$ cat src/rtl/earf_pkg.sv
// package: shared constants, types and hash helpers for the receive address filter
`timescale 1ns / 1ps
package earf_pkg;

	localparam int MAC_W      = 48;
	localparam int CFG_W      = 64;
	localparam int FILTER_W   = 64;
	localparam int HASH_W     = 6;
	localparam int HASH_SHIFT = 26;
	localparam int CRC_W      = 32;
	localparam int GROUP_BIT  = 40;
	localparam int CFG_IDX_W  = 2;
	localparam logic [CRC_W-1:0] CRC_POLY = 32'hEDB8_8320;

	// register indexes of the configuration port
	typedef enum logic [CFG_IDX_W-1:0] {
		CFG_STATION_MAC    = 2'd0,
		CFG_LOGICAL_FILTER = 2'd1,
		CFG_PROMISCUOUS    = 2'd2,
		CFG_LOOPBACK_MODE  = 2'd3
	} cfg_idx_t;

	// filter outcome codes
	typedef enum logic [2:0] {
		VERDICT_ACCEPT     = 3'd0,
		VERDICT_HASH_MISS  = 3'd1,
		VERDICT_UCAST_MISS = 3'd2,
		VERDICT_SELF_LOOP  = 3'd3,
		VERDICT_OWN_BCAST  = 3'd4
	} verdict_t;

	// configuration registers as one group
	typedef struct packed {
		logic [MAC_W-1:0]    station_mac;
		logic [FILTER_W-1:0] logical_filter;
		logic                promiscuous;
		logic                loopback_mode;
	} cfg_t;

	typedef logic [HASH_W-1:0][MAC_W-1:0] hash_mask_t;

	// bit-serial crc over the six address bytes, wire order, lsb first;
	// evaluated only at elaboration to derive the parity masks
	function automatic logic [HASH_W-1:0] crc_hash_model(input logic [MAC_W-1:0] mac);
		logic [CRC_W-1:0] crc;
		logic             fb;
		crc = '1;
		for (int i = 0; i < MAC_W / 8; i++) begin
			for (int b = 0; b < 8; b++) begin
				fb  = crc[0] ^ mac[MAC_W - 8 - 8 * i + b];
				crc = {1'b0, crc[CRC_W-1:1]} ^ (fb ? CRC_POLY : '0);
			end
		end
		return crc[HASH_SHIFT +: HASH_W];
	endfunction

	// the crc is affine in the address: one parity mask per hash bit
	function automatic hash_mask_t build_hash_masks();
		hash_mask_t             m;
		logic [HASH_W-1:0]      base;
		logic [HASH_W-1:0]      col;
		m    = '0;
		base = crc_hash_model('0);
		for (int j = 0; j < MAC_W; j++) begin
			col = crc_hash_model(MAC_W'(1) << j) ^ base;
			for (int k = 0; k < HASH_W; k++) begin
				m[k][j] = col[k];
			end
		end
		return m;
	endfunction

	localparam hash_mask_t        HASH_MASK = build_hash_masks();
	localparam logic [HASH_W-1:0] HASH_BASE = crc_hash_model('0);

endpackage

$ cat src/rtl/earf_if.sv
// interfaces: frame header request channel and filter result channel
`timescale 1ns / 1ps

interface earf_req_if import earf_pkg::*; ();
	logic             valid;
	logic             ready;
	logic [MAC_W-1:0] dest_mac;
	logic [MAC_W-1:0] src_mac;

	modport source (output valid, output dest_mac, output src_mac, input ready);
	modport sink   (input valid, input dest_mac, input src_mac, output ready);
endinterface

interface earf_res_if import earf_pkg::*; ();
	logic              valid;
	logic              ready;
	logic              accept;
	logic [2:0]        verdict;
	logic [HASH_W-1:0] hash_index;

	modport source (output valid, output accept, output verdict, output hash_index,
		input ready);
	modport sink   (input valid, input accept, input verdict, input hash_index,
		output ready);
endinterface

$ cat src/rtl/earf_cfg_regs.sv
// configuration register file written through the plain write port
`timescale 1ns / 1ps
module earf_cfg_regs import earf_pkg::*; (
	input  logic                 clk,
	input  logic                 arst_n,
	input  logic                 cfg_we,
	input  logic [CFG_IDX_W-1:0] cfg_index,
	input  logic [CFG_W-1:0]     cfg_wdata,
	output cfg_t                 cfg
);

	cfg_t cfg_q;

	// register writes, extra data bits dropped
	always_ff @(posedge clk or negedge arst_n) begin
		if (!arst_n) begin
			cfg_q <= '0;
		end else if (cfg_we) begin
			case (cfg_idx_t'(cfg_index))
				CFG_STATION_MAC:    cfg_q.station_mac    <= cfg_wdata[MAC_W-1:0];
				CFG_LOGICAL_FILTER: cfg_q.logical_filter <= cfg_wdata[FILTER_W-1:0];
				CFG_PROMISCUOUS:    cfg_q.promiscuous    <= cfg_wdata[0];
				CFG_LOOPBACK_MODE:  cfg_q.loopback_mode  <= cfg_wdata[0];
				default: ;
			endcase
		end
	end

	assign cfg = cfg_q;

endmodule

$ cat src/rtl/earf_hash.sv
// multicast hash: top bits of the crc of the destination as parity trees
`timescale 1ns / 1ps
module earf_hash import earf_pkg::*; (
	input  logic [MAC_W-1:0]  dest_mac,
	output logic [HASH_W-1:0] hash_index
);

	// each hash bit is the parity of a fixed subset of address bits, xored with a constant
	always_comb begin
		for (int k = 0; k < HASH_W; k++) begin
			hash_index[k] = (^(dest_mac & HASH_MASK[k])) ^ HASH_BASE[k];
		end
	end

endmodule

$ cat src/rtl/earf_decide.sv
// address tests and verdict selection for one frame header
`timescale 1ns / 1ps
module earf_decide import earf_pkg::*; (
	input  cfg_t              cfg,
	input  logic [MAC_W-1:0]  dest_mac,
	input  logic [MAC_W-1:0]  src_mac,
	input  logic [HASH_W-1:0] hash_index,
	output verdict_t          verdict
);

	logic is_group;
	logic is_bcast;
	logic dst_is_me;
	logic src_is_me;
	logic hash_hit;

	assign is_group  = dest_mac[GROUP_BIT];
	assign is_bcast  = &dest_mac;
	assign dst_is_me = dest_mac == cfg.station_mac;
	assign src_is_me = src_mac == cfg.station_mac;
	assign hash_hit  = cfg.logical_filter[hash_index];

	// outside loopback mode: address test, then self loop, then own broadcast
	always_comb begin
		verdict = VERDICT_ACCEPT;
		if (!cfg.loopback_mode) begin
			if (!cfg.promiscuous && !is_bcast) begin
				if (is_group) begin
					if (!hash_hit) begin
						verdict = VERDICT_HASH_MISS;
					end
				end else if (!dst_is_me) begin
					verdict = VERDICT_UCAST_MISS;
				end
			end
			if (verdict == VERDICT_ACCEPT && dst_is_me && src_is_me) begin
				verdict = VERDICT_SELF_LOOP;
			end
			if (verdict == VERDICT_ACCEPT && is_bcast && src_is_me) begin
				verdict = VERDICT_OWN_BCAST;
			end
		end
	end

endmodule

$ cat src/rtl/ethernet_rx_address_filter_unit.sv
// top level: receive address filter with input register and result register
`timescale 1ns / 1ps
// Receive address filter. Each request transaction carries a frame's destination
// and source address; each one yields exactly one result transaction with the
// accept flag, a verdict code and the multicast hash of the destination. The
// block takes one request per clock while the result side keeps up; each request
// is held in the input register, then goes through the hash parity trees and the
// address compares into the result register. A stalled result side holds the
// result register; ready on the request side drops only once the input register
// is full as well. Configuration is written through cfg_we/cfg_index/cfg_wdata
// and must only change while no transaction is in flight.
module ethernet_rx_address_filter_unit import earf_pkg::*; (
	input  logic                 clk,
	input  logic                 arst_n,
	input  logic                 cfg_we,
	input  logic [CFG_IDX_W-1:0] cfg_index,
	input  logic [CFG_W-1:0]     cfg_wdata,
	earf_req_if.sink             req,
	earf_res_if.source           res
);

	cfg_t              cfg;
	logic              valid_s1;
	logic [MAC_W-1:0]  dest_mac_s1;
	logic [MAC_W-1:0]  src_mac_s1;
	logic [HASH_W-1:0] hash_s1;
	verdict_t          verdict_s1;
	logic              valid_s2;
	logic              accept_s2;
	verdict_t          verdict_s2;
	logic [HASH_W-1:0] hash_s2;
	logic              adv_s2;

	earf_cfg_regs u_cfg (
		.clk       (clk),
		.arst_n    (arst_n),
		.cfg_we    (cfg_we),
		.cfg_index (cfg_index),
		.cfg_wdata (cfg_wdata),
		.cfg       (cfg)
	);

	// pipeline flow control
	assign adv_s2    = !valid_s2 || res.ready;
	assign req.ready = !valid_s1 || adv_s2;

	// stage valid bits
	always_ff @(posedge clk or negedge arst_n) begin
		if (!arst_n) begin
			valid_s1 <= 1'b0;
			valid_s2 <= 1'b0;
		end else begin
			if (req.ready) begin
				valid_s1 <= req.valid;
			end
			if (adv_s2) begin
				valid_s2 <= valid_s1;
			end
		end
	end

	// input register
	always_ff @(posedge clk) begin
		if (req.valid && req.ready) begin
			dest_mac_s1 <= req.dest_mac;
			src_mac_s1  <= req.src_mac;
		end
	end

	earf_hash u_hash (
		.dest_mac   (dest_mac_s1),
		.hash_index (hash_s1)
	);

	earf_decide u_decide (
		.cfg        (cfg),
		.dest_mac   (dest_mac_s1),
		.src_mac    (src_mac_s1),
		.hash_index (hash_s1),
		.verdict    (verdict_s1)
	);

	// result register
	always_ff @(posedge clk) begin
		if (valid_s1 && adv_s2) begin
			accept_s2  <= verdict_s1 == VERDICT_ACCEPT;
			verdict_s2 <= verdict_s1;
			hash_s2    <= hash_s1;
		end
	end

	assign res.valid      = valid_s2;
	assign res.accept     = accept_s2;
	assign res.verdict    = 3'(verdict_s2);
	assign res.hash_index = hash_s2;

	// accept flag agrees with the verdict code
	a_accept_matches_verdict: assert property (@(posedge clk) disable iff (!arst_n)
		valid_s2 |-> (accept_s2 == (verdict_s2 == VERDICT_ACCEPT)))
		else $error("accept flag disagrees with verdict");

	// loopback mode never drops a frame
	a_loopback_accepts: assert property (@(posedge clk) disable iff (!arst_n)
		(valid_s2 && cfg.loopback_mode) |-> accept_s2)
		else $error("frame dropped in loopback mode");

	// request side only stalls when both stages are full and the result side is not ready
	a_stall_only_when_full: assert property (@(posedge clk) disable iff (!arst_n)
		!req.ready |-> (valid_s1 && valid_s2 && !res.ready))
		else $error("request stalled with room in the pipeline");

	// a held result keeps its hash
	a_hash_held: assert property (@(posedge clk) disable iff (!arst_n)
		(valid_s2 && !res.ready) |=> (valid_s2 && $stable(hash_s2)))
		else $error("stalled result changed");

endmodule

$ cat src/flat_wrapper.sv
// flat-port wrapper written by rule: the top's interface ports become plain ports
module ethernet_rx_address_filter_unit_flat import earf_pkg::*;
  (clk, arst_n, cfg_we, cfg_index, cfg_wdata, req_valid, req_dest_mac, req_src_mac, req_ready, res_valid, res_accept, res_verdict, res_hash_index, res_ready);
  earf_req_if req_i ();
  earf_res_if res_i ();
  input  logic clk;
  input  logic arst_n;
  input  logic cfg_we;
  input  logic [CFG_IDX_W-1:0] cfg_index;
  input  logic [CFG_W-1:0] cfg_wdata;
  input wire logic [$bits(req_i.valid)-1:0] req_valid;
  input wire logic [$bits(req_i.dest_mac)-1:0] req_dest_mac;
  input wire logic [$bits(req_i.src_mac)-1:0] req_src_mac;
  output wire logic [$bits(req_i.ready)-1:0] req_ready;
  output wire logic [$bits(res_i.valid)-1:0] res_valid;
  output wire logic [$bits(res_i.accept)-1:0] res_accept;
  output wire logic [$bits(res_i.verdict)-1:0] res_verdict;
  output wire logic [$bits(res_i.hash_index)-1:0] res_hash_index;
  input wire logic [$bits(res_i.ready)-1:0] res_ready;
  assign req_i.valid = req_valid;
  assign req_i.dest_mac = req_dest_mac;
  assign req_i.src_mac = req_src_mac;
  assign req_ready = req_i.ready;
  assign res_valid = res_i.valid;
  assign res_accept = res_i.accept;
  assign res_verdict = res_i.verdict;
  assign res_hash_index = res_i.hash_index;
  assign res_i.ready = res_ready;
  ethernet_rx_address_filter_unit u_core (.clk(clk), .arst_n(arst_n), .cfg_we(cfg_we), .cfg_index(cfg_index), .cfg_wdata(cfg_wdata), .req(req_i), .res(res_i));
endmodule
$ cat config.mk
export PLATFORM = sky130hd
export DESIGN_NAME = ethernet_rx_address_filter_unit_flat
export DESIGN_NICKNAME = d
export VERILOG_FILES = /design/src/rtl/earf_pkg.sv /design/src/rtl/earf_if.sv /design/src/rtl/earf_cfg_regs.sv /design/src/rtl/earf_hash.sv /design/src/rtl/earf_decide.sv /design/src/rtl/ethernet_rx_address_filter_unit.sv /design/src/flat_wrapper.sv
export SDC_FILE = /design/constraint.sdc
export NUM_CORES = 1
export LEC_CHECK = 0
export BUFFER_PORTS_ARGS = -buffer_cell sky130_fd_sc_hd__buf_4
export CAP_MARGIN = 20
export CORE_MARGIN = 10
export CORE_UTILIZATION = 38
export DETAILED_ROUTE_END_ITERATION = 10
export GPL_ROUTABILITY_DRIVEN = 0
export PLACE_DENSITY = 0.64
export SYNTH_ARGS = -nofsm -noshare
export SYNTH_HDL_FRONTEND = slang
export SYNTH_SLANG_ARGS = --single-unit
$ cat constraint.sdc
create_clock -name clk -period 8.17 [get_ports clk]
set_input_delay 2.0425 -clock clk [delete_from_list [all_inputs] [get_ports clk]]
set_output_delay 2.0425 -clock clk [all_outputs]
set_load 0.005 [all_outputs]
## After elaboration in Yosys (flattened, before gate mapping)

Cells that the tools add are included.

| storage, ports and cells | value |
|---|---|
| output and inout bits | 12 |
| word-level logic and storage cells | 59 |
| flip-flop bits (word level) | 222 |
| input bits | 167 |

| operators by class | value |
|---|---|
| reductions and logical operators | 28 |
| magnitude comparators | 1 |
| equality and inequality tests | 5 |
| bitwise logic cells | 3 |
| mux-type cells | 11 |

Operator list:

| operator | count |
|---|---|
| $reduce_xor A48 Y1 | 6 |
| $eq A48 B48 Y1 | 2 |
| $reduce_and A48 Y1 | 1 |
| $mux W3 | 7 |
| $logic_not A3 Y1 | 3 |
| $reduce_and A2 Y1 | 4 |
| $logic_and A1 B1 Y1 | 7 |
| $lt A6 B7 Y1 const B | 1 |
| $bmux W1 S6 | 1 |
| $eq A2 B2 Y1 const B | 2 |
| $logic_not A1 Y1 | 4 |
| $not A1 Y1 | 3 |
| $eq A2 B1 Y1 const B | 1 |
| $logic_not A2 Y1 | 1 |
| $logic_or A1 B1 Y1 | 2 |
| $mux W1 | 2 |
| $mux W2 | 1 |

## Longest topological paths before layout

| logic depth | value |
|---|---|
| depth after elaboration | 19 |
| depth in mapped cells | 12 |
| gate-level depth less buffers | 12 |

## Modules after synthesis

A second synthesis with hierarchy kept.

| unflattened totals | value |
|---|---|
| cells, all modules | 639 |
| area, all modules | 10,248.6 µm² |

By module, submodules not included:

| module | sequential area each (µm²) | instances | area an instance (µm²) | cells each |
|---|---|---|---|---|
| earf_cfg_regs | 2,852.7 | 1 | 4,385.5 | 244 |
| ethernet_rx_address_filter_unit | 3,233.1 | 1 | 3,291.9 | 115 |
| earf_decide | 0.0 | 1 | 1,846.8 | 222 |
| earf_hash | 0.0 | 1 | 724.4 | 58 |

## Least setup slack after synthesis

No wires, ideal clock.

| timing | value |
|---|---|
| kind | input-to-reg |
| from | input res_ready |
| to | register u_core.dest_mac_s1[0], enable pin |
| buffers on the path | 0 |
| path slack | 3.260 ns |
| stages on the path | 2 |
| library setup time | 0.466 ns |
| arrival time | 4.444 ns |
| data required time | 7.704 ns |
| cell sequence | nand3b_1 and2_1 |

| on the way | value |
|---|---|
| cells in the longest elaborated chain, start to end | 3 |

RTL lines:

| element | RTL line | source |
|---|---|---|
| start: declaration | flat_wrapper.sv:19 | `input wire logic [$bits(res_i.ready)-1:0] res_ready;` |
| $logic_or A1 B1 Y1 | ethernet_rx_address_filter_unit.sv:44 | `assign adv_s2 = !valid_s2 \|\| res.ready;` |
| $logic_or A1 B1 Y1 | ethernet_rx_address_filter_unit.sv:45 | `assign req.ready = !valid_s1 \|\| adv_s2;` |
| $logic_and A1 B1 Y1 | ethernet_rx_address_filter_unit.sv:64 | `if (req.valid && req.ready) begin` |
| end signal: assignment | ethernet_rx_address_filter_unit.sv:65 | `dest_mac_s1 <= req.dest_mac;` |
| end: declaration | ethernet_rx_address_filter_unit.sv:24 | `logic [MAC_W-1:0] dest_mac_s1;` |

Every way passes these cells.
A chain may end at the register's enable or synchronous reset.

## Worst setup path after layout

| timing | value |
|---|---|
| from | input res_ready |
| to | output req_ready |

| on the way | value |
|---|---|
| cells in the longest elaborated chain, start to end | 2 |

RTL lines:

| element | RTL line | source |
|---|---|---|
| $logic_or A1 B1 Y1 | ethernet_rx_address_filter_unit.sv:44 |  |
| $logic_or A1 B1 Y1 | ethernet_rx_address_filter_unit.sv:45 |  |
| end: declaration | flat_wrapper.sv:14 | `output wire logic [$bits(req_i.ready)-1:0] req_ready;` |

Every way passes these cells.

==> results.json <==
{
  "core_area_um2": 26900,
  "avgSynthCellArea_um2": 15.0,
  "synth-edff-count": 106,
  "end_kind": "primary output",
  "grt_usage": 0.169,
  "power_per_cell_area_nw_per_um2": 302,
  "start_kind": "input pin",
  "drt-initial-drc-count": 402,
  "area_growth_pct": 24.5,
  "die_h_um": 185,
  "dr_wl_met2_um": 13500,
  "final_nets": 1069,
  "cpMostUsedCell": "buf_4",
  "viasPerCell": 5.08,
  "drt-pass1-iter-count": 4,
  "clkPwrFrac": 0.281,
  "final.min_clock_period_ns": 4.54,
  "internal_power_uw": 2630,
  "hp-start": "u_core.u_cfg.cfg[62]",
  "power_uw": 3910,
  "netlist.area_leader.share": 0.307,
  "reg2reg_depth": 10,
  "synthArstFlopShare": 0.523,
  "ant_nets": 0,
  "drv_slew": 0,
  "synth_cells": 690,
  "whs_path_depth": 1,
  "max_stage_delay_ns": 0.18,
  "clkTransAtPathRegs_ns": 0.06,
  "fin_tns_setup_ns": 0,
  "switching_power_uw": 1270,
  "fp.dieW_um": 185,
  "ys_warn_count": 0,
  "leakagePower_uw": 0.00524,
  "arrival_ns": 2.50,
  "top_layer_used": "met4",
  "rrSetupSlack_ns": 4.01,
  "ys.flop_type": "dfrtp_1",
  "cts_buffers": 24,
  "holdBufCountCts": 0,
  "ys_ff_latch": 222,
  "crit_chain": "buf_4, nand3b_1, buf_4",
  "post-dp-hpwl_um": 23000,
  "cpMaxStageDelayCell": "nand3b_1",
  "final_cells": 1241,
  "io_pins": 179,
  "cp.required_ns": 6.13,
  "hold_viol": 0,
  "min_path_type": "reg2reg",
  "start_util": 0.386,
  "yosysMostFrequentCell": "xnor2_1",
  "wire_per_inst_um": 23.4,
  "cts_resized": 0,
  "worstMarginPinSlew_ns": 0.990,
  "dr_wl_met3_um": 1910,
  "cts_setup_buffers": 0,
  "grt_pass1_vias": 6813,
  "setup_violations": 0,
  "cp_max_fo": 3,
  "num_rows": 60,
  "clock_skew_ns": 0.0120,
  "antenna_found_initial": 0,
  "grt_max_degree": 76,
  "fin_ws_ns": 3.63,
  "status": "finished, final reports clean",
  "synth_largest_area_cell": "edfxtp_1",
  "cts_sinks": 222,
  "cts_buffer_depth": 3,
  "dpl.cell_count": 1197,
  "cts_tree": "built",
  "pwr-share-seq": 0.387,
  "min_to": "u_core.u_cfg.cfg[62]",
  "drive_gt1_frac": 0.391,
  "numPortBuffers": 178,
  "yosys-top-cells-area": "edfxtp_1 31%, dfrtp_1 28%, mux2_2 12%, xnor2_1 11%, mux2i_1 2.7%",
  "vias": 6299,
  "synth_common_cells": "129 x xnor2_1, 116 x dfrtp_1, 114 x mux2_2",
  "p_comb_frac": 0.331,
  "switching_share": 0.326,
  "die_area_um2": 34300,
  "synth_cell_types": 44,
  "clockRootBuffer": "clkbuf_16",
  "antenna_cells": 0,
  "rr_startpoint": "u_core.dest_mac_s1[32]",
  "seq_area_frac_synth": 0.586,
  "syn_area_um2": 10400,
  "finalWirelength_um": 29100,
  "post-route-drc-count": 0,
  "synth_fp_nets": 877,
  "drv_cap": 0,
  "post-route-period-util": 0.555,
  "grt-ovfl-total": 0,
  "slew_headroom": 0.340,
  "critPathKind": "in2out",
  "htreeDepth": 1,
  "clkLatencyLatePin_ns": 0.52,
  "vdd_ir_drop_max_v": 0.000206,
  "wl_met1_um": 13100,
  "r2r_end": "u_core.res.accept",
  "grt_pass1_wl_um": 43200,
  "dp_slack_ns": 3.63,
  "grt_setup_unrepaired": "no",
  "max_freq_mhz": 220
}
final cells by class:
cell class	instances	area, µm²
clock buffers	33	721
clock inverters	11	93.8
fillers	2364	14000
inverters	6	22.5
multi-input cells	444	4190
flip-flops and latches	222	6090
well taps	341	427
repair buffers	184	1380
sequential cells by signal, summed over array words and instances (netlist names):
name,count
u_core.u_cfg.cfg,114
u_core.dest_mac_s1,48
u_core.src_mac_s1,48
u_core.res.hash_index,6
u_core.res.verdict,3
u_core.res.accept,1
u_core.res.valid,1
u_core.valid_s1,1
critical path: cells and delay by family:
family | cells | cell delay (ns)
buf+inv | 2 | 0.27
simple gates | 1 | 0.18
stage by stage:
stage / hold WS (ns) / cell area (µm²) / util
floorplan: 0.449 / 10400 / -
global placement: 0.470 / 12100 / 0.451
detailed placement: 0.483 / 12100 / 0.451
CTS: 0.500 / 12900 / 0.481
global route: 0.519 / 12900 / 0.481
finish: 0.506 / 12900 / 0.481
metal layers:
metal	global-route usage	vias to the layer above
met4	0.0390	0
met1	0.233	3118
met3	0.0361	32
li1	-	2927
met2	0.265	222
met5	0	-
worst max-delay path by stage:
stage,start,endpoint,slack [ns],cells past startpoint
final,res_ready,req_ready,3.63,3
after global placement,res_ready,req_ready,3.64,3
after floorplan,res_ready,u_core.dest_mac_s1[0],3.26,2
after global routing,res_ready,req_ready,3.61,3
after detailed placement,res_ready,req_ready,3.63,3
after CTS,res_ready,req_ready,3.63,3
power groups by stage:
stage                     logic [µW]  registers [µW]  clock network [µW]
after CTS                       1300            1520                1120
final                           1290            1510                1100
after detailed placement        1290            1540                   0
after global routing            1400            1530                1180
after global placement          1270            1530                   0
after floorplan                  951            1470                   0
logic make-up (layout without fill, tap and decap cells):
kind of cell | count (synthesis) | after routing | synth area share
xor+xnor | 155 | 155 | 0.155
flops | 222 | 222 | 0.586
mux | 144 | 144 | 0.155
buf+inv | 24 | 234 | 0.0102
compound gates | 24 | 24 | 0.0158
fa+ha+maj | 20 | 20 | 0.0241
simple gates | 101 | 101 | 0.0535
cells in the final DEF, fill, tap and decap left out, types with 2 or more instances in the layout:
master	instances
o211ai_1	3
xor2_1	7
a311oi_1	2
edfxtp_1	106
clkinv_2	5
xnor2_1	129
nand4_1	35
ha_1	20
a31oi_1	2
mux4_2	2
xor3_1	4
mux2i_1	28
dfrtp_1	116
nand3_1	14
clkinv_4	2
xnor2_2	3
a21oi_1	8
xnor3_1	11
a311o_1	2
clkinvlp_4	2
nor3_1	2
nor2_1	7
inv_1	3
nand3b_1	2
clkbuf_8	4
inv_2	3
nand2_1	22
mux2_2	114
nor4_1	8
clkbuf_16	26
buf_4	184
nand2b_1	3
clkbuf_1	2
Note: power is estimated with default switching activity, not from simulation.
